## src/hdl/tccs_pkg.sv

```systemverilog
// ----------------------------------------------------------------------------
// tccs_pkg: shared definitions for the text console engine
// Screen geometry, request codes, memory request bundle and cursor helpers.
// ----------------------------------------------------------------------------
package tccs_pkg;

  // Screen geometry
  localparam int COLUMNS    = 80;
  localparam int ROWS       = 25;
  localparam int CELL_COUNT = COLUMNS * ROWS;
  localparam int TAB_STEP   = 4;

  // Widths derived from the geometry
  localparam int CELL_W = $clog2(CELL_COUNT);
  localparam int COL_W  = $clog2(COLUMNS);
  localparam int COLT_W = $clog2(COLUMNS + TAB_STEP);
  localparam int ROW_W  = $clog2(ROWS);
  localparam int ROWT_W = $clog2(ROWS + 1);

  // Field widths
  localparam int REQ_W   = 2;
  localparam int CHAR_W  = 8;
  localparam int IDX_W   = 11;
  localparam int POS_W   = 11;
  localparam int DATA_W  = 16;
  localparam int COLOR_W = 8;
  localparam int POSF_W  = (CELL_W > POS_W) ? CELL_W : POS_W;

  // Configuration port
  localparam int PADDR_W = 3;
  localparam int PDATA_W = 32;
  localparam logic REG_TEXT_COLOR = 1'b0;
  localparam logic [COLOR_W-1:0] TEXT_COLOR_RESET = 8'h0F;

  // Character codes
  localparam logic [CHAR_W-1:0] CH_NEWLINE = 8'h0A;
  localparam logic [CHAR_W-1:0] CH_TAB     = 8'h09;
  localparam logic [CHAR_W-1:0] CH_BLANK   = 8'h20;

  typedef enum logic [REQ_W-1:0] {
    REQ_PUT   = 2'd0,
    REQ_CLEAR = 2'd1,
    REQ_READ  = 2'd2,
    REQ_NONE  = 2'd3
  } req_t;

  // One cycle's worth of cell memory traffic
  typedef struct packed {
    logic              we;
    logic [CELL_W-1:0] waddr;
    logic [DATA_W-1:0] wdata;
    logic              re;
    logic [CELL_W-1:0] raddr;
  } mem_req_t;

  // Linear cell address of a cursor position
  function automatic logic [CELL_W-1:0] lin_pos(input logic [ROW_W-1:0] row,
                                                input logic [COL_W-1:0] col);
    lin_pos = CELL_W'(row) * CELL_W'(COLUMNS) + CELL_W'(col);
  endfunction

  // Cursor position as reported on the result port
  function automatic logic [POS_W-1:0] cursor_out(input logic [ROW_W-1:0] row,
                                                  input logic [COL_W-1:0] col);
    logic [POSF_W-1:0] full;
    full = POSF_W'(lin_pos(row, col));
    cursor_out = full[POS_W-1:0];
  endfunction

endpackage

```

## src/hdl/tccs_cfg.sv

```systemverilog
// ----------------------------------------------------------------------------
// tccs_cfg: configuration register block
// APB-style access to the text color register.
// ----------------------------------------------------------------------------
module tccs_cfg (
  input  logic                          clk,
  input  logic                          rst_n,
  input  logic                          psel,
  input  logic                          penable,
  input  logic                          pwrite,
  input  logic [tccs_pkg::PADDR_W-1:0]  paddr,
  input  logic [tccs_pkg::PDATA_W-1:0]  pwdata,
  output logic [tccs_pkg::PDATA_W-1:0]  prdata,
  output logic                          pready,
  output logic [tccs_pkg::COLOR_W-1:0]  text_color
);
  import tccs_pkg::*;

  logic [COLOR_W-1:0] text_color_r;
  logic               wr_hit;

  // pready is tied high
  assign pready = 1'b1;
  assign wr_hit = psel && penable && pwrite && (paddr[2] == REG_TEXT_COLOR);

  always_ff @(posedge clk) begin
    if (!rst_n) begin
      text_color_r <= TEXT_COLOR_RESET;
    end else if (wr_hit) begin
      text_color_r <= pwdata[COLOR_W-1:0];
    end
  end

  // Read-back
  always_comb begin
    prdata = '0;
    if (paddr[2] == REG_TEXT_COLOR) begin
      prdata = PDATA_W'(text_color_r);
    end
  end

  assign text_color = text_color_r;

endmodule

```

## config.mk

```make
export PLATFORM = sky130hd
export DESIGN_NAME = tccs_cfg
export DESIGN_NICKNAME = d
export VERILOG_FILES = /design/src/hdl/tccs_pkg.sv /design/src/hdl/tccs_cfg.sv
export SDC_FILE = /design/constraint.sdc
export NUM_CORES = 1
export LEC_CHECK = 0
export ABC_AREA = 1
export ABC_CLOCK_PERIOD_IN_PS = 800
export BUFFER_PORTS_ARGS = -buffer_cell sky130_fd_sc_hd__buf_2
export CELL_PAD_IN_SITES_DETAIL_PLACEMENT = 1
export CELL_PAD_IN_SITES_GLOBAL_PLACEMENT = 1
export CORE_UTILIZATION = 19
export CTS_CLUSTER_DIAMETER = 80
export DETAILED_ROUTE_END_ITERATION = 10
export PLACE_DENSITY = 0.89
export SETUP_SLACK_MARGIN = 0.3
export SKIP_CTS_REPAIR_TIMING = 1
export SLEW_MARGIN = 30
export SYNTH_ARGS = -nofsm -noshare
export SYNTH_HDL_FRONTEND = slang
export SYNTH_SLANG_ARGS = --single-unit
```

## constraint.sdc

```tcl
create_clock -name clk -period 0.8 [get_ports clk]
set_input_delay 0.16 -clock clk [delete_from_list [all_inputs] [get_ports clk]]
set_output_delay 0.16 -clock clk [all_outputs]
set_load 0.03 [all_outputs]
```

# --- After elaboration in Yosys (flattened, before gate mapping) ---
# Cells that the tools add are included.
totals:
  regBits: 8
  elab_cells: 6
op_classes:
  n_reduce_logical: 3
  bitwise: 1
  n_mux: 1
op_table:
  columns: ["op", "count"]
  rows:
  - ["two-way mux 8 bit", 1]
  - ["logical AND 1 bit", 3]
  - ["inverter 1 bit", 1]

# --- Depth between registers and ports, before layout ---
# Gate-level depths: netlist of the first run.
depth:
  word_depth: 3
  ltp_mapped: 6

# --- Worst setup path before layout of the first run ---
# No wires, ideal clock.
synth_path:
  path_type: "reg2out"
  start: "register text_color_r[4] (netlist: text_color[4])"
  end: "output prdata[4] in the netlist's numbering"
  path_slack_ps: -353
  t_arrival_ps: 993
  t_required_ps: 640
  stages_incl_launch_ff: 3
  cell_sequence: "dfxtp_1 > inv_1 > nor2_1"
synth_via:
  elab_chain_len: 1
synth_rtl:
  columns: ["item", "line_no", "text"]
  rows:
  - ["from (decl)", "tccs_cfg.sv:19", "logic [COLOR_W-1:0] text_color_r;"]
  - ["from (signal assigned)", "tccs_cfg.sv:30", "text_color_r <= pwdata[COLOR_W-1:0];"]
  - ["two-way mux 8 bit", "tccs_cfg.sv:37", "if (paddr[2] == REG_TEXT_COLOR) begin"]
  - ["to (decl)", "tccs_cfg.sv:13", "output logic [tccs_pkg::PDATA_W-1:0] prdata,"]
# Every way passes these cells.

# --- Worst setup path in the final report of the first run ---
layout_path:
  start: "register text_color_r[0] (netlist: text_color[0])"
  end: "output prdata[0] in the netlist's numbering"
# The elaborated chain is that of the path after synthesis.

==> out/summary.txt, run 1 <==
PLACE
-------------------------------------------------------------------------------------
Post-place setup slack                                                      -0.154 ns
Final RePlAce weighted congestion                                               0.641
Count of buffers from port buffering                                               29
Placed Instance Area                                                          908 um2
Detailed Place HPWL                                                           1.27 mm

CLOCK TREE
-------------------------------------------------------------------------------------
Clk root buf                                                                 clkbuf_4
CTS clock-pin slew for the worst setup and hold paths                         0.05 ns
Number of sinks on the clock net                                                    8
Clock network latency to the later pin of the worst-skew pair                 0.26 ns
Num CTS Buffers                                                                     3
Maximum buffer depth of the clock tree                                              2
Clock tree from TritonCTS                                                        done
H-tree depth reported by CTS                                                        1

SYNTHESIS
-------------------------------------------------------------------------------------
Portion of the post-synthesis area used by sequential elements                  24.8%
Syn Std Cell Area                                                             646 um2
Number of register bits inferred by synthesis                                       8
Portion of synthesized cell area occupied by the leading cell type              29.1%
Avg Inst Size Synth                                                          6.94 um2
Synth area leader                                                               buf_4
Largest cells by area after synthesis                                    buf_4 29%, dfxtp_1 25%, inv_1 8.1%
Yosys warns                                                                         0
Unique masters post-synth                                                          15
Synthesized instance count                                                         93

SETUP PATH
-------------------------------------------------------------------------------------
Cell at the slowest stage of the critical path                                dfxtp_4
Startpoint kind of the worst setup timing path                              flip-flop
Worst stage delay on the critical path                                        0.36 ns
Arr. time, crit path                                                          0.87 ns
Class of the most critical setup path                                    flip-flop to output port
Crit path max fanout                                                                3
Worst-case reg-to-reg path depth                                                    4
Crit-path cells                                                          inv_2 > nor2_4 > buf_6
Critical path capture point type                                          output port
Critical Path RT                                                              0.64 ns
Reg-to-reg setup timing slack                                                    0 ns

GLOBAL ROUTE
-------------------------------------------------------------------------------------
GRT Total Usage                                                                 8.57%
Remaining Overflow, GRT                                                             0
Pin count of the biggest net entering global routing                                9
Global-route wire length before repair                                        2.27 mm
Number of global-route vias before repair                                         528
Number of antenna violations at the first check in global routing                   0

STA
-------------------------------------------------------------------------------------
Final Cycle Share                                                                129%
Accumulated negative setup slack                                             -2.83 ns
Fmax                                                                          969 MHz
Unrepaired setup endpoints after global routing                                  true
Worst-case hold slack                                                        0.107 ns
Fin worst setup slack                                                       -0.232 ns
Final-report setup violation count                                                 16
Fin crit period                                                               1.03 ns
Final Skew                                                                       0 ns
Fin. max-slew vios                                                                  0
Number of failing hold endpoints at the final stage                                 0

DIE
-------------------------------------------------------------------------------------
Core Box Area                                                                3130 um2
Number of top-level pins                                                           81
Starting Density                                                                20.6%
Chip height                                                                   60.3 um
Die area                                                                     3630 um2
Row count                                                                          20
Floorplan die width                                                           60.3 um

DRT
-------------------------------------------------------------------------------------
Number of vias per cell after detailed routing                                   3.55
Aggregate routed wire length                                                  1.74 mm
Count of routing violations after the opening detailed-route iteration              9
Per-cell routed wire length                                                   9.85 um
DR DRC count                                                                        0
Vias after detailed routing                                                       629
Number of iterations in the first detailed-routing pass                             4
Count of antenna-violating nets left after detailed routing                         0

POWER
-------------------------------------------------------------------------------------
Internal power contribution                                                    768 uW
Leakage component of the power                                               0.599 nW
Combinational Power Share                                                       43.1%
Power spent charging and discharging nets                                      531 uW
Switching Fraction                                                              40.9%
Highest ir drop seen on vdd                                                  0.272 mV
Power per cell area                                                       1110 nW/um2
Proportion of power drawn by flip-flops and latches                             31.8%
Clock share of power                                                            25.1%

CELLS AND AREA
-------------------------------------------------------------------------------------
Post-Route Utilization                                                          37.3%
Share of final-layout standard cells stronger than drive strength 1             69.9%
Largest register FFs                                                                8
Filler Cell Count                                                                 378
Post-route cell area                                                         1170 um2
Top library cells by usage in the layout, fill and taps aside            25 x conb_1, 16 x buf_6, 11 x nor2_4, 11 x buf_4, 9 x buf_2
Nets@finish                                                                       175
Growth of design area from synthesis to finish                                  80.8%
Most common library cell in the layout ignoring fill and taps                  conb_1
Antenna Diode Count                                                                 0

WORST HOLD PATH
-------------------------------------------------------------------------------------
Instance count along the most critical hold path                                    3
Kind of path behind the tightest hold check                              input port to flip-flop

JOB
-------------------------------------------------------------------------------------
Maximum Capacitance Violations                                                      0

STATUS
-------------------------------------------------------------------------------------
Failing checks                                                           setup timing
Outcome                                                                  finished with violations

-- synthesized netlist by cell type (all sizes together) --
cell	count
buf	27
nand2	15
inv	15
nand3	8
conb	2
nor2	18
dfxtp	8
-- power by group through the flow --
stage	logic (mW)	registers, mW	clock network (mW)
floorplan	0.412	0.446	0
global placement	0.452	0.418	0
detailed placement	0.458	0.419	0
CTS	0.459	0.410	0.327
global route	0.593	0.416	0.356
finish	0.560	0.414	0.325
-- layer usage --
metal / track usage [%] / vias to the layer above / part of all wire (%)
met1: 8.75 / 286 / 35
met5: 0 / - / 0
li1: - / 305 / -
met2: 15.9 / 35 / 55
met4: 4.98 / 0 / 1.2
met3: 1.73 / 3 / 8.8
-- stage by stage --
step,total power [mW],std cells
2_1_floorplan,0.858,116
3_3_place_gp,0.870,169
3_5_place_dp,0.877,169
4_1_cts,1.20,172
5_1_grt,1.37,177
6_report,1.30,177
-- cells by family after synthesis --
group                  Yosys count  synth area share [%]
buffers and inverters           42                  40.7
DFF                              8                  24.8
other                            2                  1.16
and+or+nand+nor                 41                  33.3
-- final timing paths --
path | start | to
min | pwdata[0] | text_color[0]$_SDFFE_PN1P_
min reg2reg | text_color[3]$_SDFFE_PN1P_ | text_color[3]$_SDFFE_PN1P_
max | text_color[0]$_SDFFE_PN1P_ | prdata[0]
max reg2reg | text_color[7]$_SDFFE_PN0P_ | text_color[7]$_SDFFE_PN0P_
-- final cells by class --
type,count,area [um2],share of cell area [%]
tap,44,55.1,4.72
sequential,8,190,16.3
timing repair buffer,41,403,34.5
inverter,15,70.1,6.00
multi-input combinational,66,427,36.5
clock buffer,3,22.5,1.93
-- critical path: cells and delay by family (launching register included) --
family                 cells  cell delay (ns)
DFF                        1             0.36
and+or+nand+nor            1             0.08
buffers and inverters      2             0.17
(Power assumes the default switching activity.)
==> run 2, diff against run 1 <==
SETUP_SLACK_MARGIN = unset   (was 0.3)
==> out/summary.txt, run 2 (synthesis results as in run 1) <==
POWER
-------------------------------------------------------------------------------------
Clock share of power                                                            25.5%
Power per cell area                                                       1190 nW/um2
Power spent charging and discharging nets                                      496 uW
Switching Fraction                                                              40.8%
Leakage component of the power                                               0.556 nW
Post-layout power                                                             1.22 mW
Proportion of power drawn by flip-flops and latches                             33.9%
Internal power contribution                                                    721 uW
Combinational Power Share                                                       40.6%
Highest ir drop seen on vdd                                                  0.219 mV

SETUP PATH
-------------------------------------------------------------------------------------
Reg-to-reg setup timing slack                                                 0.07 ns
Crit path max fanout                                                                3
Critical path startpoint                                                 text_color[1]$_SDFFE_PN1P_
Cell at the slowest stage of the critical path                                dfxtp_4
Terminus of the critical flop-to-flop path                               text_color[6]$_SDFFE_PN0P_
Source of the worst register-to-register timing path                     text_color[6]$_SDFFE_PN0P_
Crit-path cells                                                          inv_2 > nor2_4 > buf_6
Startpoint kind of the worst setup timing path                              flip-flop
Critical path capture point type                                          output port
Worst stage delay on the critical path                                        0.36 ns
Class of the most critical setup path                                    flip-flop to output port
Arr. time, crit path                                                          0.86 ns
Worst-case reg-to-reg path depth                                                    3
Critical Path RT                                                              0.64 ns

GLOBAL ROUTE
-------------------------------------------------------------------------------------
Number of antenna violations at the first check in global routing                   0
Remaining Overflow, GRT                                                             0
GRT Total Usage                                                                 8.78%
Number of global-route vias before repair                                         536
Pin count of the biggest net entering global routing                                9
Global-route wire length before repair                                        2.29 mm

WORST HOLD PATH
-------------------------------------------------------------------------------------
Hold Path Sink                                                           text_color[2]$_SDFFE_PN1P_
Instance count along the most critical hold path                                    3
Kind of path behind the tightest hold check                              input port to flip-flop
Start point of the worst min-delay path                                     pwdata[2]

STA
-------------------------------------------------------------------------------------
Unrepaired setup endpoints after global routing                                  true
Number of failing hold endpoints at the final stage                                 0
Final-report setup violation count                                                 16
Fin. max-slew vios                                                                  0
Final Cycle Share                                                                128%
Final Skew                                                                       0 ns
Fin crit period                                                               1.02 ns
Worst-case hold slack                                                        0.117 ns
Fmax                                                                          979 MHz
Fin worst setup slack                                                       -0.221 ns

CELLS AND AREA
-------------------------------------------------------------------------------------
Share of final-layout standard cells stronger than drive strength 1             57.7%
Most common library cell in the layout ignoring fill and taps                  conb_1
Antenna Diode Count                                                                 0
Nets@finish                                                                       172
Top library cells by usage in the layout, fill and taps aside            25 x conb_1, 16 x buf_6, 13 x buf_2, 12 x nand2_1, 9 x nor2_4
Largest register FFs                                                                8
Growth of design area from synthesis to finish                                  58.5%

CLOCK TREE
-------------------------------------------------------------------------------------
Clock network latency to the later pin of the worst-skew pair                 0.25 ns
Number of sinks on the clock net                                                    8
Clock tree from TritonCTS                                                        done
H-tree depth reported by CTS                                                        1
Num CTS Buffers                                                                     3
Maximum buffer depth of the clock tree                                              2
Clk root buf                                                                 clkbuf_4
CTS clock-pin slew for the worst setup and hold paths                         0.06 ns

PLACE
-------------------------------------------------------------------------------------
Count of buffers from port buffering                                               29
Final RePlAce weighted congestion                                               0.697
Detailed Place HPWL                                                           1.27 mm

DRT
-------------------------------------------------------------------------------------
Vias after detailed routing                                                       598
Aggregate routed wire length                                                  1.69 mm
Number of iterations in the first detailed-routing pass                             2
Number of vias per cell after detailed routing                                   3.44
Per-cell routed wire length                                                   9.68 um
DR DRC count                                                                        0
Count of antenna-violating nets left after detailed routing                         0
Count of routing violations after the opening detailed-route iteration              9

DIE
-------------------------------------------------------------------------------------
Chip height                                                                   60.3 um
Number of top-level pins                                                           81
Die area                                                                     3630 um2
Starting Density                                                                20.6%
Row count                                                                          20
Floorplan die width                                                           60.3 um
Core Box Area                                                                3130 um2

STATUS
-------------------------------------------------------------------------------------
Outcome                                                                  finished with violations
Failing checks                                                           setup timing

JOB
-------------------------------------------------------------------------------------
Maximum Capacitance Violations                                                      0

run 2: cell types whose count changed in the layout (fill, tap and decap cells not counted), moves of 3 or more:
cell,before,now
buf_12,4,1
buf_2,9,13
buf_4,11,8
nand2_1,5,12
nand2_2,7,1
nand3_1,4,8
nand3_2,4,0
run 2: worst max path at each step:
stage	end
finish	prdata[1]
global route	prdata[5]
CTS	prdata[3]
detailed placement	prdata[5]
global placement	prdata[7]
floorplan	prdata[4]
run 2: per-stage QoR:
step / TNS, ns / worst slack, ns / cells / util, % / area (um2)
floorplan: -0.0122 / -0.00304 / 116 / - / 822
global placement: -1.23 / -0.122 / 167 / 27.8 / 868
detailed placement: -1.63 / -0.144 / 167 / 27.8 / 868
CTS: -3.66 / -0.295 / 170 / 28.5 / 891
global route: -3.00 / -0.254 / 174 / 32.7 / 1020
finish: -2.57 / -0.221 / 174 / 32.7 / 1020
run 2: power by group through the flow:
stage / registers [mW] / clock network (mW) / logic (mW)
2_1_floorplan: 0.446 / 0 / 0.402
3_3_place_gp: 0.418 / 0 / 0.430
3_5_place_dp: 0.419 / 0 / 0.438
4_1_cts: 0.410 / 0.328 / 0.441
5_1_grt: 0.414 / 0.340 / 0.526
6_report: 0.413 / 0.310 / 0.495
run 2: area by class of cell:
class | count | area (um2)
flip-flops and latches | 8 | 190
multi-input cells | 66 | 369
fillers | 388 | 2100
clock buffers | 3 | 22.5
repair buffers | 38 | 325
inverters | 15 | 61.3
well taps | 44 | 55.1
run 2: critical path, delay by kind of cell (launching register included):
family                 cells  cell delay (ns)
flip-flops                 1             0.36
AND/OR/NAND/NOR            1             0.08
buffers and inverters      2             0.17
run 2: layer usage:
| metal | vias up | wire [um] | GRT usage (%) |
|---|---|---|---|
| met1 | 271 | 550 | 7.56 |
| met4 | 0 | 25 | 5.98 |
| met2 | 30 | 976 | 17.6 |
| met3 | 2 | 132 | 1.73 |
| li1 | 295 | - | - |
| met5 | - | 0 | 0 |
==> run 3, diff against run 2 <==
SKIP_CTS_REPAIR_TIMING = unset   (was 1)
==> out/summary.txt, run 3 (synthesis results as in run 1) <==
STATUS
-------------------------------------------------------------------------------------
Failing checks                                                           setup timing
Outcome                                                                  finished with violations

SETUP PATH
-------------------------------------------------------------------------------------
Critical Path RT                                                              0.64 ns
Arr. time, crit path                                                          0.86 ns
Reg-to-reg setup timing slack                                                 0.07 ns
Crit path max fanout                                                                3
Critical path capture point type                                          output port
Terminus of the critical flop-to-flop path                               text_color[5]$_SDFFE_PN0P_
Critical path startpoint                                                 text_color[1]$_SDFFE_PN1P_
Worst-case reg-to-reg path depth                                                    3
Critical path endpoint                                                      prdata[1]
Source of the worst register-to-register timing path                     text_color[5]$_SDFFE_PN0P_
Class of the most critical setup path                                    flip-flop to output port
Startpoint kind of the worst setup timing path                              flip-flop

GLOBAL ROUTE
-------------------------------------------------------------------------------------
Number of global-route vias before repair                                         580
Pin count of the biggest net entering global routing                                9
GRT Total Usage                                                                 9.54%
Remaining Overflow, GRT                                                             0
Number of antenna violations at the first check in global routing                   0
Global-route wire length before repair                                        2.50 mm

DRT
-------------------------------------------------------------------------------------
Per-cell routed wire length                                                   9.67 um
Vias after detailed routing                                                       604
Number of vias per cell after detailed routing                                   3.45
Total met2 wirelength after detailed routing                                   996 um
Number of iterations in the first detailed-routing pass                             2
Count of antenna-violating nets left after detailed routing                         0
DR DRC count                                                                        0
Met3 WL post-DR                                                                129 um
Count of routing violations after the opening detailed-route iteration             11
Highest routing layer actually used                                              met4
Aggregate routed wire length                                                  1.69 mm
Wire length on met1                                                            539 um

PLACE
-------------------------------------------------------------------------------------
Final RePlAce weighted congestion                                               0.697
Detailed Place HPWL                                                           1.27 mm
Count of buffers from port buffering                                               29
Placed Instance Area                                                          868 um2

STA
-------------------------------------------------------------------------------------
Accumulated negative setup slack                                             -2.71 ns
Fin. max-slew vios                                                                  0
Final Skew                                                                       0 ns
Unrepaired setup endpoints after global routing                                  true
Final Cycle Share                                                                128%
Fin crit period                                                               1.02 ns
Fmax                                                                          978 MHz
Fin worst setup slack                                                       -0.223 ns
Number of failing hold endpoints at the final stage                                 0
Final-report setup violation count                                                 16
Worst-case hold slack                                                        0.116 ns

CELLS AND AREA
-------------------------------------------------------------------------------------
Most common library cell in the layout ignoring fill and taps                  conb_1
Post-route cell area                                                         1040 um2
Antenna Diode Count                                                                 0
Top library cells by usage in the layout, fill and taps aside            25 x conb_1, 18 x buf_6, 13 x buf_2, 12 x nand2_1, 9 x nor2_4
Post-Route Utilization                                                          33.1%
Largest register FFs                                                                8
Growth of design area from synthesis to finish                                  60.5%
Share of final-layout standard cells stronger than drive strength 1             58.0%
Nets@finish                                                                       173

CLOCK TREE
-------------------------------------------------------------------------------------
Clk root buf                                                                 clkbuf_4
Number of sinks on the clock net                                                    8
Clock network latency to the later pin of the worst-skew pair                 0.25 ns
H-tree depth reported by CTS                                                        1
Maximum buffer depth of the clock tree                                              2
Num CTS Buffers                                                                     3
CTS clock-pin slew for the worst setup and hold paths                         0.06 ns
Clock tree from TritonCTS                                                        done

POWER
-------------------------------------------------------------------------------------
Leakage component of the power                                               0.562 nW
Internal power contribution                                                    725 uW
Clock share of power                                                            25.7%
Combinational Power Share                                                       40.7%
Power per cell area                                                       1180 nW/um2
Proportion of power drawn by flip-flops and latches                             33.6%
Highest ir drop seen on vdd                                                  0.221 mV
Switching Fraction                                                              40.9%
Power spent charging and discharging nets                                      501 uW

DIE
-------------------------------------------------------------------------------------
Floorplan die width                                                           60.3 um
Core Box Area                                                                3130 um2
Row count                                                                          20
Chip height                                                                   60.3 um
Number of top-level pins                                                           81
Starting Density                                                                20.6%
Die area                                                                     3630 um2

WORST HOLD PATH
-------------------------------------------------------------------------------------
Kind of path behind the tightest hold check                              input port to flip-flop

JOB
-------------------------------------------------------------------------------------
Maximum Capacitance Violations                                                      0

run 3: cell count changes in the layout (fill, tap and decap cells not counted), sizes merged:
cell	before	now
buf	38	39
run 3: critical path: stages, from the launching register on:
cell,delay (ns)
dfxtp_4,0.36
inv_2,0.04
nor2_4,0.08
buf_6,0.13
run 3: power groups by stage:
stage,Clock [mW],Combinational [mW],Sequential [mW]
after floorplan,0,0.402,0.446
after global placement,0,0.430,0.418
after detailed placement,0,0.438,0.419
after CTS,0.328,0.486,0.411
after global routing,0.344,0.531,0.414
final,0.315,0.499,0.412
run 3: metrics by stage:
step | total power [mW] | worst slack (ns) | cells
3_5_place_dp | 0.857 | -0.144 | 167
2_1_floorplan | 0.848 | -0.00304 | 116
5_1_grt | 1.29 | -0.255 | 175
4_1_cts | 1.23 | -0.222 | 174
6_report | 1.23 | -0.223 | 175
3_3_place_gp | 0.849 | -0.122 | 167
run 3: how the worst min path moves through the flow:
stage	start	end	cells past startpoint
3_3_place_gp	pwdata[3]	text_color[3]$_SDFFE_PN1P_	3
3_5_place_dp	pwdata[1]	text_color[1]$_SDFFE_PN1P_	3
2_1_floorplan	pwdata[0]	text_color[0]$_SDFFE_PN1P_	2
4_1_cts	pwdata[1]	text_color[1]$_SDFFE_PN1P_	3
5_1_grt	pwdata[1]	text_color[1]$_SDFFE_PN1P_	3
6_report	pwdata[2]	text_color[2]$_SDFFE_PN1P_	3
run 3: layout make-up:
class                           count  area, um2
Clock buffer                        3       22.5
Fill cell                         392       2090
Inverter                           15       58.8
Multi-Input combinational cell     66        369
Sequential cell                     8        190
Tap cell                           44       55.1
Timing Repair Buffer               39        340
run 3: layer usage:
layer	vias to the layer above	global-route usage, %
li1	297	-
met3	2	1.73
met4	0	5.98
met2	32	19.0
met5	-	0
met1	273	8.59
run 3: what timing repair did:
item                                    in CTS  in global routing
endpoints found under the setup margin      16                 17
pin swaps                                   10                  2
resized for setup                           25                 11
setup buffers                                4                  2
cloned                                       0                  0
hold buffers                                 0                  0
