==> src/hdl/tccs_pkg.sv <==
// ----------------------------------------------------------------------------
// tccs_pkg: shared definitions for the text console engine
// Screen geometry, request codes, memory request bundle and cursor helpers.
// ----------------------------------------------------------------------------
package tccs_pkg;

  // Screen geometry
  localparam int COLUMNS    = 80;
  localparam int ROWS       = 25;
  localparam int CELL_COUNT = COLUMNS * ROWS;
  localparam int TAB_STEP   = 4;

  // Widths derived from the geometry
  localparam int CELL_W = $clog2(CELL_COUNT);
  localparam int COL_W  = $clog2(COLUMNS);
  localparam int COLT_W = $clog2(COLUMNS + TAB_STEP);
  localparam int ROW_W  = $clog2(ROWS);
  localparam int ROWT_W = $clog2(ROWS + 1);

  // Field widths
  localparam int REQ_W   = 2;
  localparam int CHAR_W  = 8;
  localparam int IDX_W   = 11;
  localparam int POS_W   = 11;
  localparam int DATA_W  = 16;
  localparam int COLOR_W = 8;
  localparam int POSF_W  = (CELL_W > POS_W) ? CELL_W : POS_W;

  // Configuration port
  localparam int PADDR_W = 3;
  localparam int PDATA_W = 32;
  localparam logic REG_TEXT_COLOR = 1'b0;
  localparam logic [COLOR_W-1:0] TEXT_COLOR_RESET = 8'h0F;

  // Character codes
  localparam logic [CHAR_W-1:0] CH_NEWLINE = 8'h0A;
  localparam logic [CHAR_W-1:0] CH_TAB     = 8'h09;
  localparam logic [CHAR_W-1:0] CH_BLANK   = 8'h20;

  typedef enum logic [REQ_W-1:0] {
    REQ_PUT   = 2'd0,
    REQ_CLEAR = 2'd1,
    REQ_READ  = 2'd2,
    REQ_NONE  = 2'd3
  } req_t;

  // One cycle's worth of cell memory traffic
  typedef struct packed {
    logic              we;
    logic [CELL_W-1:0] waddr;
    logic [DATA_W-1:0] wdata;
    logic              re;
    logic [CELL_W-1:0] raddr;
  } mem_req_t;

  // Linear cell address of a cursor position
  function automatic logic [CELL_W-1:0] lin_pos(input logic [ROW_W-1:0] row,
                                                input logic [COL_W-1:0] col);
    lin_pos = CELL_W'(row) * CELL_W'(COLUMNS) + CELL_W'(col);
  endfunction

  // Cursor position as reported on the result port
  function automatic logic [POS_W-1:0] cursor_out(input logic [ROW_W-1:0] row,
                                                  input logic [COL_W-1:0] col);
    logic [POSF_W-1:0] full;
    full = POSF_W'(lin_pos(row, col));
    cursor_out = full[POS_W-1:0];
  endfunction

endpackage

==> src/hdl/tccs_engine.sv <==
// ----------------------------------------------------------------------------
// tccs_engine: request sequencer for the text console
// Tracks the cursor, issues cell writes, serves cell reads, and sweeps the cell memory for
// scroll and clear.
// ----------------------------------------------------------------------------
module tccs_engine (
  input  logic                          clk,
  input  logic                          rst_n,
  input  logic                          start,
  output logic                          busy,
  input  logic [tccs_pkg::REQ_W-1:0]    in_req_type,
  input  logic [tccs_pkg::CHAR_W-1:0]   in_char_code,
  input  logic [tccs_pkg::IDX_W-1:0]    in_cell_index,
  input  logic [tccs_pkg::COLOR_W-1:0]  text_color,
  output logic                          out_valid,
  output logic [tccs_pkg::POS_W-1:0]    out_cursor_loc,
  output logic [tccs_pkg::DATA_W-1:0]   out_cell_data,
  output tccs_pkg::mem_req_t            mem_req,
  input  logic [tccs_pkg::DATA_W-1:0]   mem_rdata
);
  import tccs_pkg::*;

  typedef enum logic [3:0] {
    ST_IDLE  = 4'b0001,
    ST_READ  = 4'b0010,
    ST_SWEEP = 4'b0100,
    ST_DRAIN = 4'b1000
  } state_t;

  state_t              state_r, state_nxt;
  logic [ROW_W-1:0]    row_r, row_nxt;
  logic [COL_W-1:0]    col_r, col_nxt;
  logic                out_valid_r, out_valid_nxt;
  logic                pend_vld_r, pend_vld_nxt;
  logic [CELL_W-1:0]   pend_addr_r, pend_addr_nxt;
  logic                pend_copy_r, pend_copy_nxt;
  logic [CELL_W-1:0]   cnt_r, cnt_nxt;
  logic                copy_mode_r, copy_mode_nxt;
  logic                rd_oob_r, rd_oob_nxt;
  logic [DATA_W-1:0]   cell_data_r, cell_data_nxt;

  logic [COLT_W-1:0]   put_col_ext;
  logic [ROWT_W-1:0]   put_row_ext;
  logic                put_scroll;
  logic                put_write;
  logic                idx_ok;
  logic                sweep_copy;
  logic                accept;
  logic [DATA_W-1:0]   blank_word;

  assign accept     = start && (state_r == ST_IDLE);
  assign blank_word = {text_color, CH_BLANK};
  assign idx_ok     = 32'(in_cell_index) < CELL_COUNT;
  assign put_write  = (in_char_code != CH_NEWLINE) && (in_char_code != CH_TAB);
  assign sweep_copy = copy_mode_r && (cnt_r < CELL_W'(CELL_COUNT - COLUMNS));

  // Cursor advance for a put request
  always_comb begin
    put_col_ext = COLT_W'(col_r);
    put_row_ext = ROWT_W'(row_r);
    if (in_char_code == CH_NEWLINE) begin
      put_row_ext = put_row_ext + 1'b1;
      put_col_ext = '0;
    end else if (in_char_code == CH_TAB) begin
      put_col_ext = put_col_ext + COLT_W'(TAB_STEP);
    end else begin
      put_col_ext = put_col_ext + 1'b1;
    end
    if (put_col_ext >= COLT_W'(COLUMNS)) begin
      put_row_ext = put_row_ext + 1'b1;
      put_col_ext = '0;
    end
    put_scroll = put_row_ext > ROWT_W'(ROWS - 1);
  end

  // Sequencer
  always_comb begin
    state_nxt     = state_r;
    row_nxt       = row_r;
    col_nxt       = col_r;
    out_valid_nxt = 1'b0;
    pend_vld_nxt  = 1'b0;
    pend_addr_nxt = pend_addr_r;
    pend_copy_nxt = pend_copy_r;
    cnt_nxt       = cnt_r;
    copy_mode_nxt = copy_mode_r;
    rd_oob_nxt    = rd_oob_r;
    cell_data_nxt = cell_data_r;
    mem_req       = '0;

    case (state_r)
      ST_IDLE: begin
        if (start) begin
          cell_data_nxt = '0;
          case (in_req_type)
            REQ_PUT: begin
              mem_req.we    = put_write;
              mem_req.waddr = lin_pos(row_r, col_r);
              mem_req.wdata = {text_color, in_char_code};
              col_nxt       = put_col_ext[COL_W-1:0];
              if (put_scroll) begin
                row_nxt       = ROW_W'(ROWS - 1);
                state_nxt     = ST_SWEEP;
                cnt_nxt       = '0;
                copy_mode_nxt = 1'b1;
              end else begin
                row_nxt       = put_row_ext[ROW_W-1:0];
                out_valid_nxt = 1'b1;
              end
            end
            REQ_CLEAR: begin
              row_nxt       = '0;
              col_nxt       = '0;
              state_nxt     = ST_SWEEP;
              cnt_nxt       = '0;
              copy_mode_nxt = 1'b0;
            end
            REQ_READ: begin
              mem_req.re    = 1'b1;
              mem_req.raddr = idx_ok ? CELL_W'(in_cell_index) : '0;
              rd_oob_nxt    = !idx_ok;
              state_nxt     = ST_READ;
            end
            default: begin
              out_valid_nxt = 1'b1;
            end
          endcase
        end
      end
      ST_READ: begin
        cell_data_nxt = rd_oob_r ? '0 : mem_rdata;
        out_valid_nxt = 1'b1;
        state_nxt     = ST_IDLE;
      end
      ST_SWEEP: begin
        // Copy mode: read the cell one row down, write it back in the next cycle; else write a blank
        mem_req.re    = sweep_copy;
        mem_req.raddr = sweep_copy ? cnt_r + CELL_W'(COLUMNS) : '0;
        pend_vld_nxt  = 1'b1;
        pend_addr_nxt = cnt_r;
        pend_copy_nxt = sweep_copy;
        cnt_nxt       = cnt_r + 1'b1;
        if (cnt_r == CELL_W'(CELL_COUNT - 1)) begin
          state_nxt = ST_DRAIN;
        end
      end
      ST_DRAIN: begin
        out_valid_nxt = 1'b1;
        state_nxt     = ST_IDLE;
      end
      default: begin
        state_nxt = ST_IDLE;
      end
    endcase

    // Write stage of the sweep
    if (pend_vld_r) begin
      mem_req.we    = 1'b1;
      mem_req.waddr = pend_addr_r;
      mem_req.wdata = pend_copy_r ? mem_rdata : blank_word;
    end
  end

  // Control state
  always_ff @(posedge clk) begin
    if (!rst_n) begin
      state_r     <= ST_IDLE;
      row_r       <= '0;
      col_r       <= '0;
      out_valid_r <= 1'b0;
      pend_vld_r  <= 1'b0;
    end else begin
      state_r     <= state_nxt;
      row_r       <= row_nxt;
      col_r       <= col_nxt;
      out_valid_r <= out_valid_nxt;
      pend_vld_r  <= pend_vld_nxt;
    end
  end

  // Datapath registers
  always_ff @(posedge clk) begin
    pend_addr_r <= pend_addr_nxt;
    pend_copy_r <= pend_copy_nxt;
    cnt_r       <= cnt_nxt;
    copy_mode_r <= copy_mode_nxt;
    rd_oob_r    <= rd_oob_nxt;
    cell_data_r <= cell_data_nxt;
  end

  assign busy           = (state_r != ST_IDLE);
  assign out_valid      = out_valid_r;
  assign out_cursor_loc = cursor_out(row_r, col_r);
  assign out_cell_data  = cell_data_r;

  // Checks
  a_read_latency: assert property (@(posedge clk) disable iff (!rst_n)
    (accept && in_req_type == REQ_READ) |-> ##2 out_valid_r)
    else $error("read request did not complete in two cycles");

  a_sweep_no_overlap: assert property (@(posedge clk) disable iff (!rst_n)
    (mem_req.we && mem_req.re) |-> (mem_req.waddr != mem_req.raddr))
    else $error("cell write and read hit the same address");

  a_cursor_range: assert property (@(posedge clk) disable iff (!rst_n)
    (32'(row_r) < ROWS) && (32'(col_r) < COLUMNS))
    else $error("cursor outside the screen");

  a_drain_result: assert property (@(posedge clk) disable iff (!rst_n)
    (state_r == ST_DRAIN) |=> (out_valid_r && state_r == ST_IDLE))
    else $error("sweep finished without a result");

endmodule

==> config.mk <==
export PLATFORM = sky130hd
export DESIGN_NAME = tccs_engine
export DESIGN_NICKNAME = d
export VERILOG_FILES = /design/src/hdl/tccs_pkg.sv /design/src/hdl/tccs_engine.sv
export SDC_FILE = /design/constraint.sdc
export NUM_CORES = 1
export LEC_CHECK = 0
export ABC_AREA = 1
export BUFFER_PORTS_ARGS = -buffer_cell sky130_fd_sc_hd__buf_2
export CAP_MARGIN = 10
export CORE_ASPECT_RATIO = 2
export CORE_UTILIZATION = 25
export DETAILED_ROUTE_END_ITERATION = 6
export SYNTH_ARGS = -nofsm -noshare
export SYNTH_HDL_FRONTEND = slang
export SYNTH_SLANG_ARGS = --single-unit
==> constraint.sdc <==
create_clock -name clk -period 7.7 [get_ports clk]
set_input_delay 1.54 -clock clk [delete_from_list [all_inputs] [get_ports clk]]
set_output_delay 1.54 -clock clk [all_outputs]
set_load 0.1 [all_outputs]
Word-level counts from Yosys, hierarchy flattened. Cells that the tools add are included.

Add/subtract/negate cells: 7. Multiply operators: 1. $lt $le $gt $ge: 4. Eq/ne operators: 18. Muxes and demuxes: 36. Reductions and logical operators: 15.

Operators by type and width (count): $mux 28 (3); $mux 16 (3); $mux 11 (4); $pmux 11 s2 (2); $mux 40 (1); $pmux 16 s2 (1); $pmux 12 s2 (1); $lt 11x11->1 const B (2); $mux 7 (3); $eq 8x4->1 const B (2); $ne 8x4->1 const B (2); $mux 5 (3); $pmux 7 s2 (1); $mux 12 (1); $mux 4 (3); $pmux 4 s3 (1); $reduce_and 4->1 (3); $add 11x1->11 const B (1); $add 11x7->11 (1); $add 11x7->11 const B (1); $eq 11x11->1 const B (1); $add 5x1->5 const B (2); $pmux 5 s2 (1); $ne 4x1->1 const B (2); 24 further kinds (36).

Flip-flop bits (word level): 59. Output and inout port bits: 69. Logic and storage cells: 92.

Logic depth before layout (Yosys ltp). Gate-level depths: netlist of run 1.

Word-level depth: 10. Mapped depth: 21. Mapped depth without buffers: 21.

Worst setup path before layout of run 1. No wires, ideal clock.

Path type: input-to-output. Start: input in_req_type[0] (netlist bit). End: output mem_req[17] (netlist bit). Arrival: 4485 ps. Required time: 6160 ps. Path slack: 1675 ps. Cell stages on the path: 8. Path buffers: 0. Path through: inv_1 > ha_1 > inv_1 > nor2_2 > inv_2 > nor2_4 > inv_2 > o21ai_0.

RTL lines: start, declared (line tccs_engine.sv:11) `input logic [tccs_pkg::REQ_W-1:0] in_req_type,`; end, declared (line tccs_engine.sv:18) `output tccs_pkg::mem_req_t mem_req,`.

==> key figures, run 1 <==
CTS
  • Hold-fix buffers, CTS: 0
  • Clock transition at path regs: 0.05 ns
  • H-Tree Depth: 3
  • Root buffer cell: clkbuf_16
  • Total CTS buffers: 9
  • Clk buf depth: 2
  • Clk_lat worst skew: 0.34 ns
  • TritonCTS clock tree: done
  • Clk sink count: a little under 60
  • Post-cts sizing count: 0
  • Post-CTS Repair Setup Buffers: 0

Floorplanning
  • Chip width: just over 90 microns
  • Die height: 181 microns
  • # IOs: ~120
  • Rows: between 60 and 70
  • Die area: approximately 17000 sq um
  • Core Box Area: about 16000 sq um
  • Initial core utilization: 0.255

STA
  • Fin Clk Skew: 0.00746 ns
  • Post-route clock period utilization: 0.665
  • Final slew viol count: 0
  • Min Clock Period, post-route: roughly 5.1 ns
  • Tightest Pin Transition: a little over 0.9 ns
  • Final setup fails: 0
  • Fin. Hold Viols: 0
  • Final TNS setup: 0 ns
  • RSZ-0062 raised after global routing: no
  • Slew margin rel.: 0.378
  • Max Freq: 0.195 GHz
  • WHS: about 0.49 ns

Finish
  • Layout Area Growth over Synthesis: 26.5%
  • Net count reported at finish: 690
  • Layout cell share with drive strength beyond 1: 0.281
  • Antenna diodes: 0
  • Fill cells: 1672

Placed design
  • Port Buffer Count: about 120
  • Gpl congestion: about 0.90
  • DP HPWL: approximately 10000 microns

Route
  • Drt first pass iters: 4
  • DRC: 0
  • Via/cell ratio: 4.61
  • Final WL: 12200 microns
  • WL/cell: about 15 microns
  • DR vias: between 3000 and 4000
  • 1st-iter DRT viols: approximately 190
  • Antenna Nets Post-Route: 0

Synth
  • Synth top area share: 0.307
  • Seq/Total Area, Yosys: 0.397
  • Top FF cell, synth: edfxtp_1
  • Synth cell types: slightly above 40
  • Avg Inst Size Synth: a little under 8 sq um
  • Gate Count Post-Synth: roughly 500
  • Post-synth EDFFs: about 40
  • Synth top area cells: edfxtp_1 31%, dfxtp_1 9.0%, nand2_1 8.5%
  • Syn Std Cell Area: 4010 sq um
  • Async set-reset flop share out of synthesis: 0
  • Biggest area consumer among synthesized cells: edfxtp_1
  • Synth Warn #: 0
  • Register bit total from synthesis: just under 60
  • Net count after synthesis: a little under 600

Critical path
  • Setup crit end kind: output port
  • Critical path class: in2out
  • Worst-path maximum fanout: 13
  • Critical Path Start Type: primary input
  • CP required: 6.16 ns
  • Crit path arrival time: approximately 3.6 ns

Min path
  • HP Class: reg2reg

Global route
  • Largest net degree at the start of global routing: 17
  • Initial antenna violation count: 0
  • Global-route total usage across every layer: 0.150
  • Number of global-route vias before repair: around 3800
  • First-pass GRT wire length: approximately 19000 microns
  • GRT overflow: 0

Power and ir drop
  • Cell Pwr Density: approximately 310 nW/um^2
  • Max rail drop VDD: ~0.22 mV
  • Static leakage: 2.43 nW

Outcome
  • Status: finished clean

Run
  • Number of max-cap violations: 0
==> routing by layer <==
metal	global-route usage	wire length [microns]
met5	0	0
met4	0.112	726
met3	0.0236	521
met2	0.286	6620
met1	0.138	4280
==> kinds of logic after synthesis <==
| logic type | Yosys count | share of synthesized area |
|---|---|---|
| XOR/XNOR | 20 | 0.0437 |
| AND/OR/NAND/NOR | 226 | 0.271 |
| adder cells (fa/ha/maj) | 21 | 0.0693 |
| buffers and inverters | 104 | 0.102 |
| AO/OA/AOI/OAI | 79 | 0.117 |
| flip-flops | 59 | 0.397 |
==> final cells by class <==
cell class / count / area (sq um) / area share
tap: 201 / 251 / 0.0496
clock buffer: 9 / 225 / 0.0444
inverter: 88 / 330 / 0.0651
sequential: 59 / 1590 / 0.314
timing repair buffer: 117 / 588 / 0.116
clock inverter: 7 / 76.3 / 0.0151
multi-input combinational: 346 / 2010 / 0.396
==> where the power goes <==
group	internal (mW)	switching, mW
Combinational	0.114	0.571
Sequential	0.432	0.0505
Clock	0.252	0.160
Total	0.799	0.782
==> cell usage in the layout, fill, tap and decap left out, types with 3 or more instances in the layout <==
| master | Yosys | layout |
|---|---|---|
| o21ai_1 | 3 | 3 |
| nor2_2 | 9 | 9 |
| inv_2 | 9 | 9 |
| nor4_1 | 3 | 3 |
| nand2_2 | 9 | 9 |
| o21ai_0 | 24 | 24 |
| a211oi_1 | 3 | 3 |
| o22ai_1 | 15 | 15 |
| nand3_2 | 4 | 4 |
| a21oi_1 | 20 | 20 |
| nand3_1 | 28 | 28 |
| xor2_1 | 18 | 18 |
| ha_1 | 19 | 19 |
| edfxtp_1 | 41 | 41 |
| nand2_1 | 91 | 91 |
| nor2_1 | 50 | 50 |
| nor2_4 | 4 | 4 |
| a22o_1 | 5 | 5 |
| inv_1 | 79 | 79 |
| nor3_1 | 13 | 13 |
| dfxtp_1 | 18 | 18 |
| buf_2 | 2 | 116 |
| nand4_1 | 5 | 5 |
| clkbuf_16 | 0 | 9 |
==> critical path, stage by stage <==
cell     delay, ns
buf_2         0.11
inv_1         0.07
ha_1          0.29
inv_1         0.12
nor2_2        0.17
inv_2         0.08
nor2_4        0.22
inv_2         0.18
o21ai_0       0.30
buf_2         0.49
==> metrics by stage <==
step	util	std cells	instance area, sq um	worst slack [ns]	total power, mW
3_3_place_gp	0.304	811	4770	2.70	1.17
4_1_cts	0.323	827	5070	2.65	1.59
5_1_grt	0.323	827	5070	2.52	1.64
6_report	0.323	827	5070	2.58	1.58
2_1_floorplan	-	509	4010	1.67	1.04
3_5_place_dp	0.304	811	4770	2.65	1.17
==> state kept, by name, indices dropped and copies added (netlist names) <==
register,flops
rd_oob_r,1
pend_copy_r,1
pend_vld_r,1
state_r,4
pend_addr_r,11
out_cell_data,16
cnt_r,11
out_valid,1
col_r,7
copy_mode_r,1
row_r,5
==> cell usage after synthesis, drive strengths merged (2+ instances only) <==
cell	number
xnor2	2
nand4	5
nor2	63
a21oi	21
a211oi	3
o21bai	2
fa	2
ha	19
or2	3
o21ai	27
inv	88
nor3	14
edfxtp	41
a22o	5
buf	6
xor2	18
nand2	101
nor4	3
a32o	2
o22ai	15
dfxtp	18
clkbuf	10
nand3b	2
nand3	34
==> final timing paths <==
| check | from | to | slack, ns | cells past startpoint |
|---|---|---|---|---|
| setup / recovery | in_req_type[0] | mem_req[30] | 2.58 | 10 |
| hold / removal | cnt_r[10]$_SDFFCE_PN0P_ | pend_addr_r[10]$_DFFE_PP_ | 0.49 | 0 |
| setup reg to reg | col_r[3]$_SDFFE_PN0P_ | cnt_r[10]$_SDFFCE_PN0P_ | 4.35 | 15 |
| hold reg to reg | cnt_r[10]$_SDFFCE_PN0P_ | pend_addr_r[10]$_DFFE_PP_ | 0.49 | 0 |
Power figures use the tool's default switching activity.
==> run 2, diff against run 1 <==
Settings changed: ABC_AREA 1 to 0.
Clock period 7.7 ns to 5.25 ns, I/O delays scaled along.
==> run 2 against run 1 <==
Synthesized cell count down 12%. Die area increased by 4.5%. Global-route usage increased by 0.57 points. Worst hold slack improved by 0.032 ns. Sequential power is 9.8% higher. Critical endpoint is now mem_req[38].
==> key figures, run 2 <==
Outcome
  • Status: finished clean

Critical path
  • Crit. Startpoint: row_r[1]$_SDFFE_PN0P_
  • Crit path arrival time: 3.10 ns
  • Crit path depth: 10
  • FF-to-FF setup slack: around 1.9 ns
  • Cell Chain, Critical Path: buf_4 -> ha_1 -> ha_1 -> inv_1 -> fa_1 -> nor3_1 -> xnor2_1 -> xnor2_2 -> a22o_1 -> buf_2
  • Worst path most repeated cell: ha_1
  • CP Buf/Inv Count: 3
  • CP required: about 4.2 ns
  • Critical path class: reg2out
  • Critical Path Start Type: register
  • Top Family by Delay on Critical Path: adder cells
  • Worst r2r src: row_r[0]$_SDFFE_PN0P_
  • Setup crit end kind: output port
  • FF-to-FF path depth: 10
  • Reg-to-reg endpoint: cnt_r[1]$_SDFFCE_PN0P_
  • Max incr delay on CP: roughly 0.46 ns
  • CP max-delay cell: fa_1
  • Crit path to: mem_req[38]
  • Worst-path maximum fanout: 11

CTS
  • Clk sink count: between 50 and 60
  • Root buffer cell: clkbuf_16
  • Clock transition at path regs: approximately 0.060 ns
  • H-Tree Depth: 3
  • Clk buf depth: 2
  • Post-cts sizing count: 0
  • Post-CTS Repair Setup Buffers: 0
  • TritonCTS clock tree: done
  • Clk_lat worst skew: between 0.3 and 0.4 ns
  • Hold-fix buffers, CTS: 0
  • Total CTS buffers: 9

STA
  • Fin. Hold Viols: 0
  • Post-route clock period utilization: 0.791
  • Slew margin rel.: 0.508
  • Fin Clk Skew: 0.00752 ns
  • Final TNS setup: 0 ns
  • Final slew viol count: 0
  • RSZ-0062 raised after global routing: no
  • Min Clock Period, post-route: between 4 and 5 ns
  • Final setup margin: approximately 1.1 ns
  • Tightest Pin Transition: 0.738 ns
  • Max Freq: about 0.24 GHz
  • Final setup fails: 0

Finish
  • Layout cell share with drive strength beyond 1: 0.309
  • Fin area: between 5000 and 6000 sq um
  • Net count reported at finish: 630
  • Most frequent cells in the layout: 116 x buf_2, 56 x nand2_1, 41 x edfxtp_1
  • Antenna diodes: 0
  • Largest register FFs: 16
  • Most common cell after layout, fill and taps aside: buf_2
  • Layout Area Growth over Synthesis: 26.0%

Route
  • DRC: 0
  • 1st-iter DRT viols: 280
  • DR vias: just under 4000
  • WL/cell: 17.0 microns
  • Drt first pass iters: 4
  • Via/cell ratio: roughly 5
  • Final WL: between 10000 and 15000 microns
  • Antenna Nets Post-Route: 0

Floorplanning
  • # IOs: roughly 120
  • Rows: 66
  • Die area: ~17000 sq um
  • Chip width: approximately 94 microns
  • Die height: between 150 and 200 microns
  • Initial core utilization: 0.256
  • Core Box Area: around 16000 sq um

Global route
  • Number of global-route vias before repair: between 3000 and 4000
  • Initial antenna violation count: 0
  • Largest net degree at the start of global routing: 26
  • First-pass GRT wire length: 20200 microns
  • GRT overflow: 0
  • Global-route total usage across every layer: 0.155

Min path
  • Worst hold start: col_r[6]$_SDFFE_PN0P_
  • HP Class: reg2reg

Power and ir drop
  • Pwr Total: 1.33 mW
  • Cell Pwr Density: 252 nW/um^2
  • Static leakage: 2.27 nW
  • Max rail drop VDD: approximately 0.18 mV

Synth
  • Synth top area cells: edfxtp_1 29%, dfxtp_1 8.6%, ha_1 5.7%
  • Synth Warn #: 0
  • Avg Inst Size Synth: about 9.3 sq um
  • Gate Count Post-Synth: 449
  • Synth cell types: a little over 70
  • Top FF cell, synth: edfxtp_1
  • Async set-reset flop share out of synthesis: 0
  • Count leader, synth: nand2_1
  • Synth top area share: 0.294
  • Syn Std Cell Area: 4190 sq um
  • Most frequent cells after synthesis: 56 x nand2_1, 41 x edfxtp_1, 32 x nor2_1
  • Biggest area consumer among synthesized cells: edfxtp_1
  • Post-synth EDFFs: slightly above 40
  • Register bit total from synthesis: 59
  • Net count after synthesis: between 500 and 600
  • Seq/Total Area, Yosys: 0.380

Run
  • Number of max-cap violations: 0

Placed design
  • Port Buffer Count: 116
  • Dpl cell area: 5010 sq um
  • DP HPWL: between 10000 and 15000 microns
  • Gpl congestion: just under 0.9
  • Setup WS pre-CTS: 0.801 ns
## run 2: cell type report
type / count / area (sq um)
Clock buffer: 9 / 225
Clock inverter: 7 / 45.0
Fill cell: 1756 / 11100
Inverter: 18 / 67.6
Multi-Input combinational cell: 343 / 2410
Sequential cell: 59 / 1590
Tap cell: 204 / 255
Timing Repair Buffer: 130 / 686
## run 2: power by group
| part | internal [mW] | leakage [nW] | switching [mW] | total [mW] |
|---|---|---|---|---|
| Combinational | 0.0537 | 1.61 | 0.213 | 0.267 |
| Sequential | 0.515 | 0.531 | 0.0134 | 0.529 |
| Clock | 0.316 | 0.125 | 0.219 | 0.535 |
| Total | 0.885 | 2.27 | 0.446 | 1.33 |
## run 2: logic make-up (layout without fill, tap and decap cells)
family,Yosys count,count (layout),share of synthesized area
simple gates,169,169,0.214
compound gates,112,112,0.196
mux,10,10,0.0266
buf+inv,47,164,0.0499
flops,59,59,0.380
xor+xnor,31,31,0.0681
fa+ha+maj,21,21,0.0663
## run 2: how the worst min path moves through the flow
stage                                           to  slack, ns  cells after the start
after floorplan           pend_addr_r[6]$_DFFE_PP_       0.42                      0
after global placement       col_r[6]$_SDFFE_PN0P_       0.53                      2
after detailed placement  pend_addr_r[1]$_DFFE_PP_       0.51                      0
after CTS                    col_r[6]$_SDFFE_PN0P_       0.53                      2
after global routing      pend_addr_r[1]$_DFFE_PP_       0.57                      0
final                        col_r[6]$_SDFFE_PN0P_       0.53                      2
## run 2: metal layers
| layer | vias to the layer above | global-route usage | wire [microns] |
|---|---|---|---|
| met1 | 1842 | 0.158 | 4680 |
| met2 | 111 | 0.295 | 7530 |
| met5 | - | 0 | 0 |
| met3 | 28 | 0.0218 | 372 |
| li1 | 1867 | - | - |
| met4 | 0 | 0.0874 | 491 |
## run 2: stage by stage
stage | hold slack, ns | cells | util
after floorplan | 0.424 | 449 | -
after global placement | 0.527 | 754 | 0.306
after detailed placement | 0.511 | 754 | 0.306
after CTS | 0.531 | 770 | 0.323
after global routing | 0.572 | 770 | 0.323
final | 0.526 | 770 | 0.323
## run 2: worst min-delay path: cells and delay by family (launching register included)
kind               cells  cell delay (ns)
AOI/OAI and AO/OA      1             0.05
DFF                    1             0.35
and+or+nand+nor        1             0.07
==> run 3, diff against run 2 <==
Clock period 5.25 ns to 3.65 ns, I/O delays scaled along.
==> run 3 against run 2 <==
Sequential power grew 44%. Core utilization grew 4.0 points. Sequential share of layout area shrank 3.3 points. Via count grew 2.6%. First-iteration DRC count shrank 33%. Die area is the same. Critical endpoint is now mem_req[37]. Largest cell class unchanged.
==> key figures, run 3 (synthesis gave the netlist of run 2 again) <==
STA
  • RSZ-0062 raised after global routing: no
  • Slew margin rel.: 0.600
  • Min Clock Period, post-route: around 3.5 ns
  • Final setup fails: 0
  • Post-route clock period utilization: 0.960
  • Tightest Pin Transition: 0.595 ns
  • Fin Clk Skew: approximately 0.0084 ns
  • Final slew viol count: 0
  • Max Freq: 0.285 GHz
  • Fin. Hold Viols: 0

Power and ir drop
  • Sequential power share: 0.377
  • Net load switching power: 0.635 mW
  • Combinational power share: 0.206
  • Clock Power Share: 0.417
  • Max rail drop VDD: a little over 0.2 mV
  • P_int: ~1.4 mW
  • Switch share: 0.314
  • Static leakage: approximately 2.5 nW
  • Pwr Total: just over 2 mW
  • Cell Pwr Density: ~340 nW/um^2

Route
  • 1st-iter DRT viols: about 190
  • Drt first pass iters: 5
  • DRC: 0
  • Antenna Nets Post-Route: 0
  • DR vias: 3949
  • Final WL: roughly 14000 microns
  • WL/cell: around 17 microns
  • Via/cell ratio: between 4 and 5

Outcome
  • Status: finished clean

Critical path
  • CP required: 2.92 ns
  • FF-to-FF setup slack: a little over 0.5 ns
  • Critical Path Start Type: register
  • Critical path class: reg2out
  • Worst-path maximum fanout: 7
  • Worst r2r src: row_r[0]$_SDFFE_PN0P_
  • Crit path arrival time: around 2.8 ns
  • Reg-to-reg endpoint: cnt_r[1]$_SDFFCE_PN0P_
  • Setup crit end kind: output port
  • FF-to-FF path depth: 10

Min path
  • Hold endpoint: col_r[6]$_SDFFE_PN0P_
  • Worst hold start: col_r[6]$_SDFFE_PN0P_
  • HP Class: reg2reg
  • Hold Crit Depth: 2

Global route
  • Largest net degree at the start of global routing: 28
  • Global-route total usage across every layer: 0.164
  • Initial antenna violation count: 0
  • First-pass GRT wire length: 21300 microns
  • GRT overflow: 0
  • Number of global-route vias before repair: roughly 4100

CTS
  • Post-cts sizing count: 0
  • Clk_lat worst skew: 0.33 ns
  • Total CTS buffers: 9
  • H-Tree Depth: 3
  • Clk buf depth: 2
  • TritonCTS clock tree: done
  • Post-CTS Repair Setup Buffers: 0
  • Hold-fix buffers, CTS: 0
  • Clk sink count: a little under 60
  • Root buffer cell: clkbuf_16
  • Clock transition at path regs: approximately 0.06 ns

Placed design
  • DP HPWL: approximately 11000 microns
  • Gpl congestion: just under 0.9
  • Dpl cell area: between 5000 and 6000 sq um
  • Port Buffer Count: roughly 120

Finish
  • Fill cells: between 1500 and 2000
  • Largest register FFs: 16
  • Most frequent cells in the layout: 95 x buf_2, 56 x nand2_1, 41 x edfxtp_1
  • Most common cell after layout, fill and taps aside: buf_2
  • Fin area: 5930 sq um
  • Layout cell share with drive strength beyond 1: 0.379
  • Layout Area Growth over Synthesis: 41.6%
  • Antenna diodes: 0
  • Net count reported at finish: 650

Floorplanning
  • # IOs: 117
  • Initial core utilization: 0.256
  • Rows: 66
  • Core Box Area: about 16000 sq um
  • Die area: approximately 17000 sq um
  • Die height: between 150 and 200 microns
  • Chip width: approximately 94 microns

Run
  • Number of max-cap violations: 0
==> run 3: cell count changes in the layout (fill, tap and decap cells not counted), moves of 3 or more <==
cell / before / now
xnor2_4: 0 / 3
o21ai_2: 0 / 14
o21ai_1: 11 / 7
buf_2: 116 / 95
clkinvlp_4: 3 / 0
buf_4: 14 / 34
buf_12: 0 / 21
xnor2_1: 15 / 12
a22o_1: 18 / 15
o21ai_0: 17 / 7
==> run 3: area by class of cell <==
cell class	instances	area, sq um	area share
multi-input combinational	343	2570	0.433
sequential	59	1590	0.268
timing repair buffer	150	1150	0.194
tap	204	255	0.0430
clock buffer	11	243	0.0409
inverter	18	67.6	0.0114
clock inverter	5	53.8	0.00907
==> run 3: power groups by stage <==
stage                     logic [mW]  clock network [mW]  registers (mW)
final                          0.416               0.844           0.762
after global routing           0.434               0.887           0.766
after CTS                      0.417               0.865           0.762
after detailed placement       0.416                   0           0.776
after global placement         0.413                   0           0.775
after floorplan                0.189                   0           0.876
==> run 3: critical path, stage by stage (launching register included) <==
cell and delay, ns:
dfxtp_2 0.42, ha_1 0.27, ha_1 0.22, inv_1 0.07
fa_1 0.44, buf_4 0.18, nor3b_1 0.19, buf_4 0.16
xnor2_4 0.13, a22o_2 0.19, buf_12 0.17
==> run 3: how the worst max path moves through the flow <==
stage | startpoint | end | slack (ns) | cells after the start
floorplan | row_r[2]$_SDFFE_PN0P_ | mem_req[34] | -0.46 | 5
global placement | in_char_code[5] | cnt_r[1]$_SDFFCE_PN0P_ | -0.13 | 13
detailed placement | in_char_code[5] | cnt_r[0]$_SDFFCE_PN0P_ | -0.16 | 13
CTS | row_r[0]$_SDFFE_PN0P_ | mem_req[38] | 0.05 | 9
global route | state_r[3]$_SDFFE_PN0P_ | mem_req[7] | 0.02 | 8
finish | row_r[1]$_SDFFE_PN0P_ | mem_req[37] | 0.15 | 10
==> run 3: per-layer routing <==
metal / global-route usage / share of wire
met1: 0.158 / 0.35
met2: 0.317 / 0.59
met3: 0.0213 / 0.027
met4: 0.107 / 0.041
met5: 0 / 0
==> run 3: per-stage QoR <==
stage          setup slack, ns  instances  utilization  setup TNS [ns]  hold WS, ns
6_report                 0.146        790        0.363               0        0.550
5_1_grt                 0.0207        790        0.363               0        0.567
4_1_cts                 0.0478        790        0.362               0        0.548
3_5_place_dp            -0.163        774        0.344           -1.79        0.536
3_3_place_gp            -0.126        774        0.344           -1.38        0.516
2_1_floorplan           -0.464        449            -          -0.482        0.424
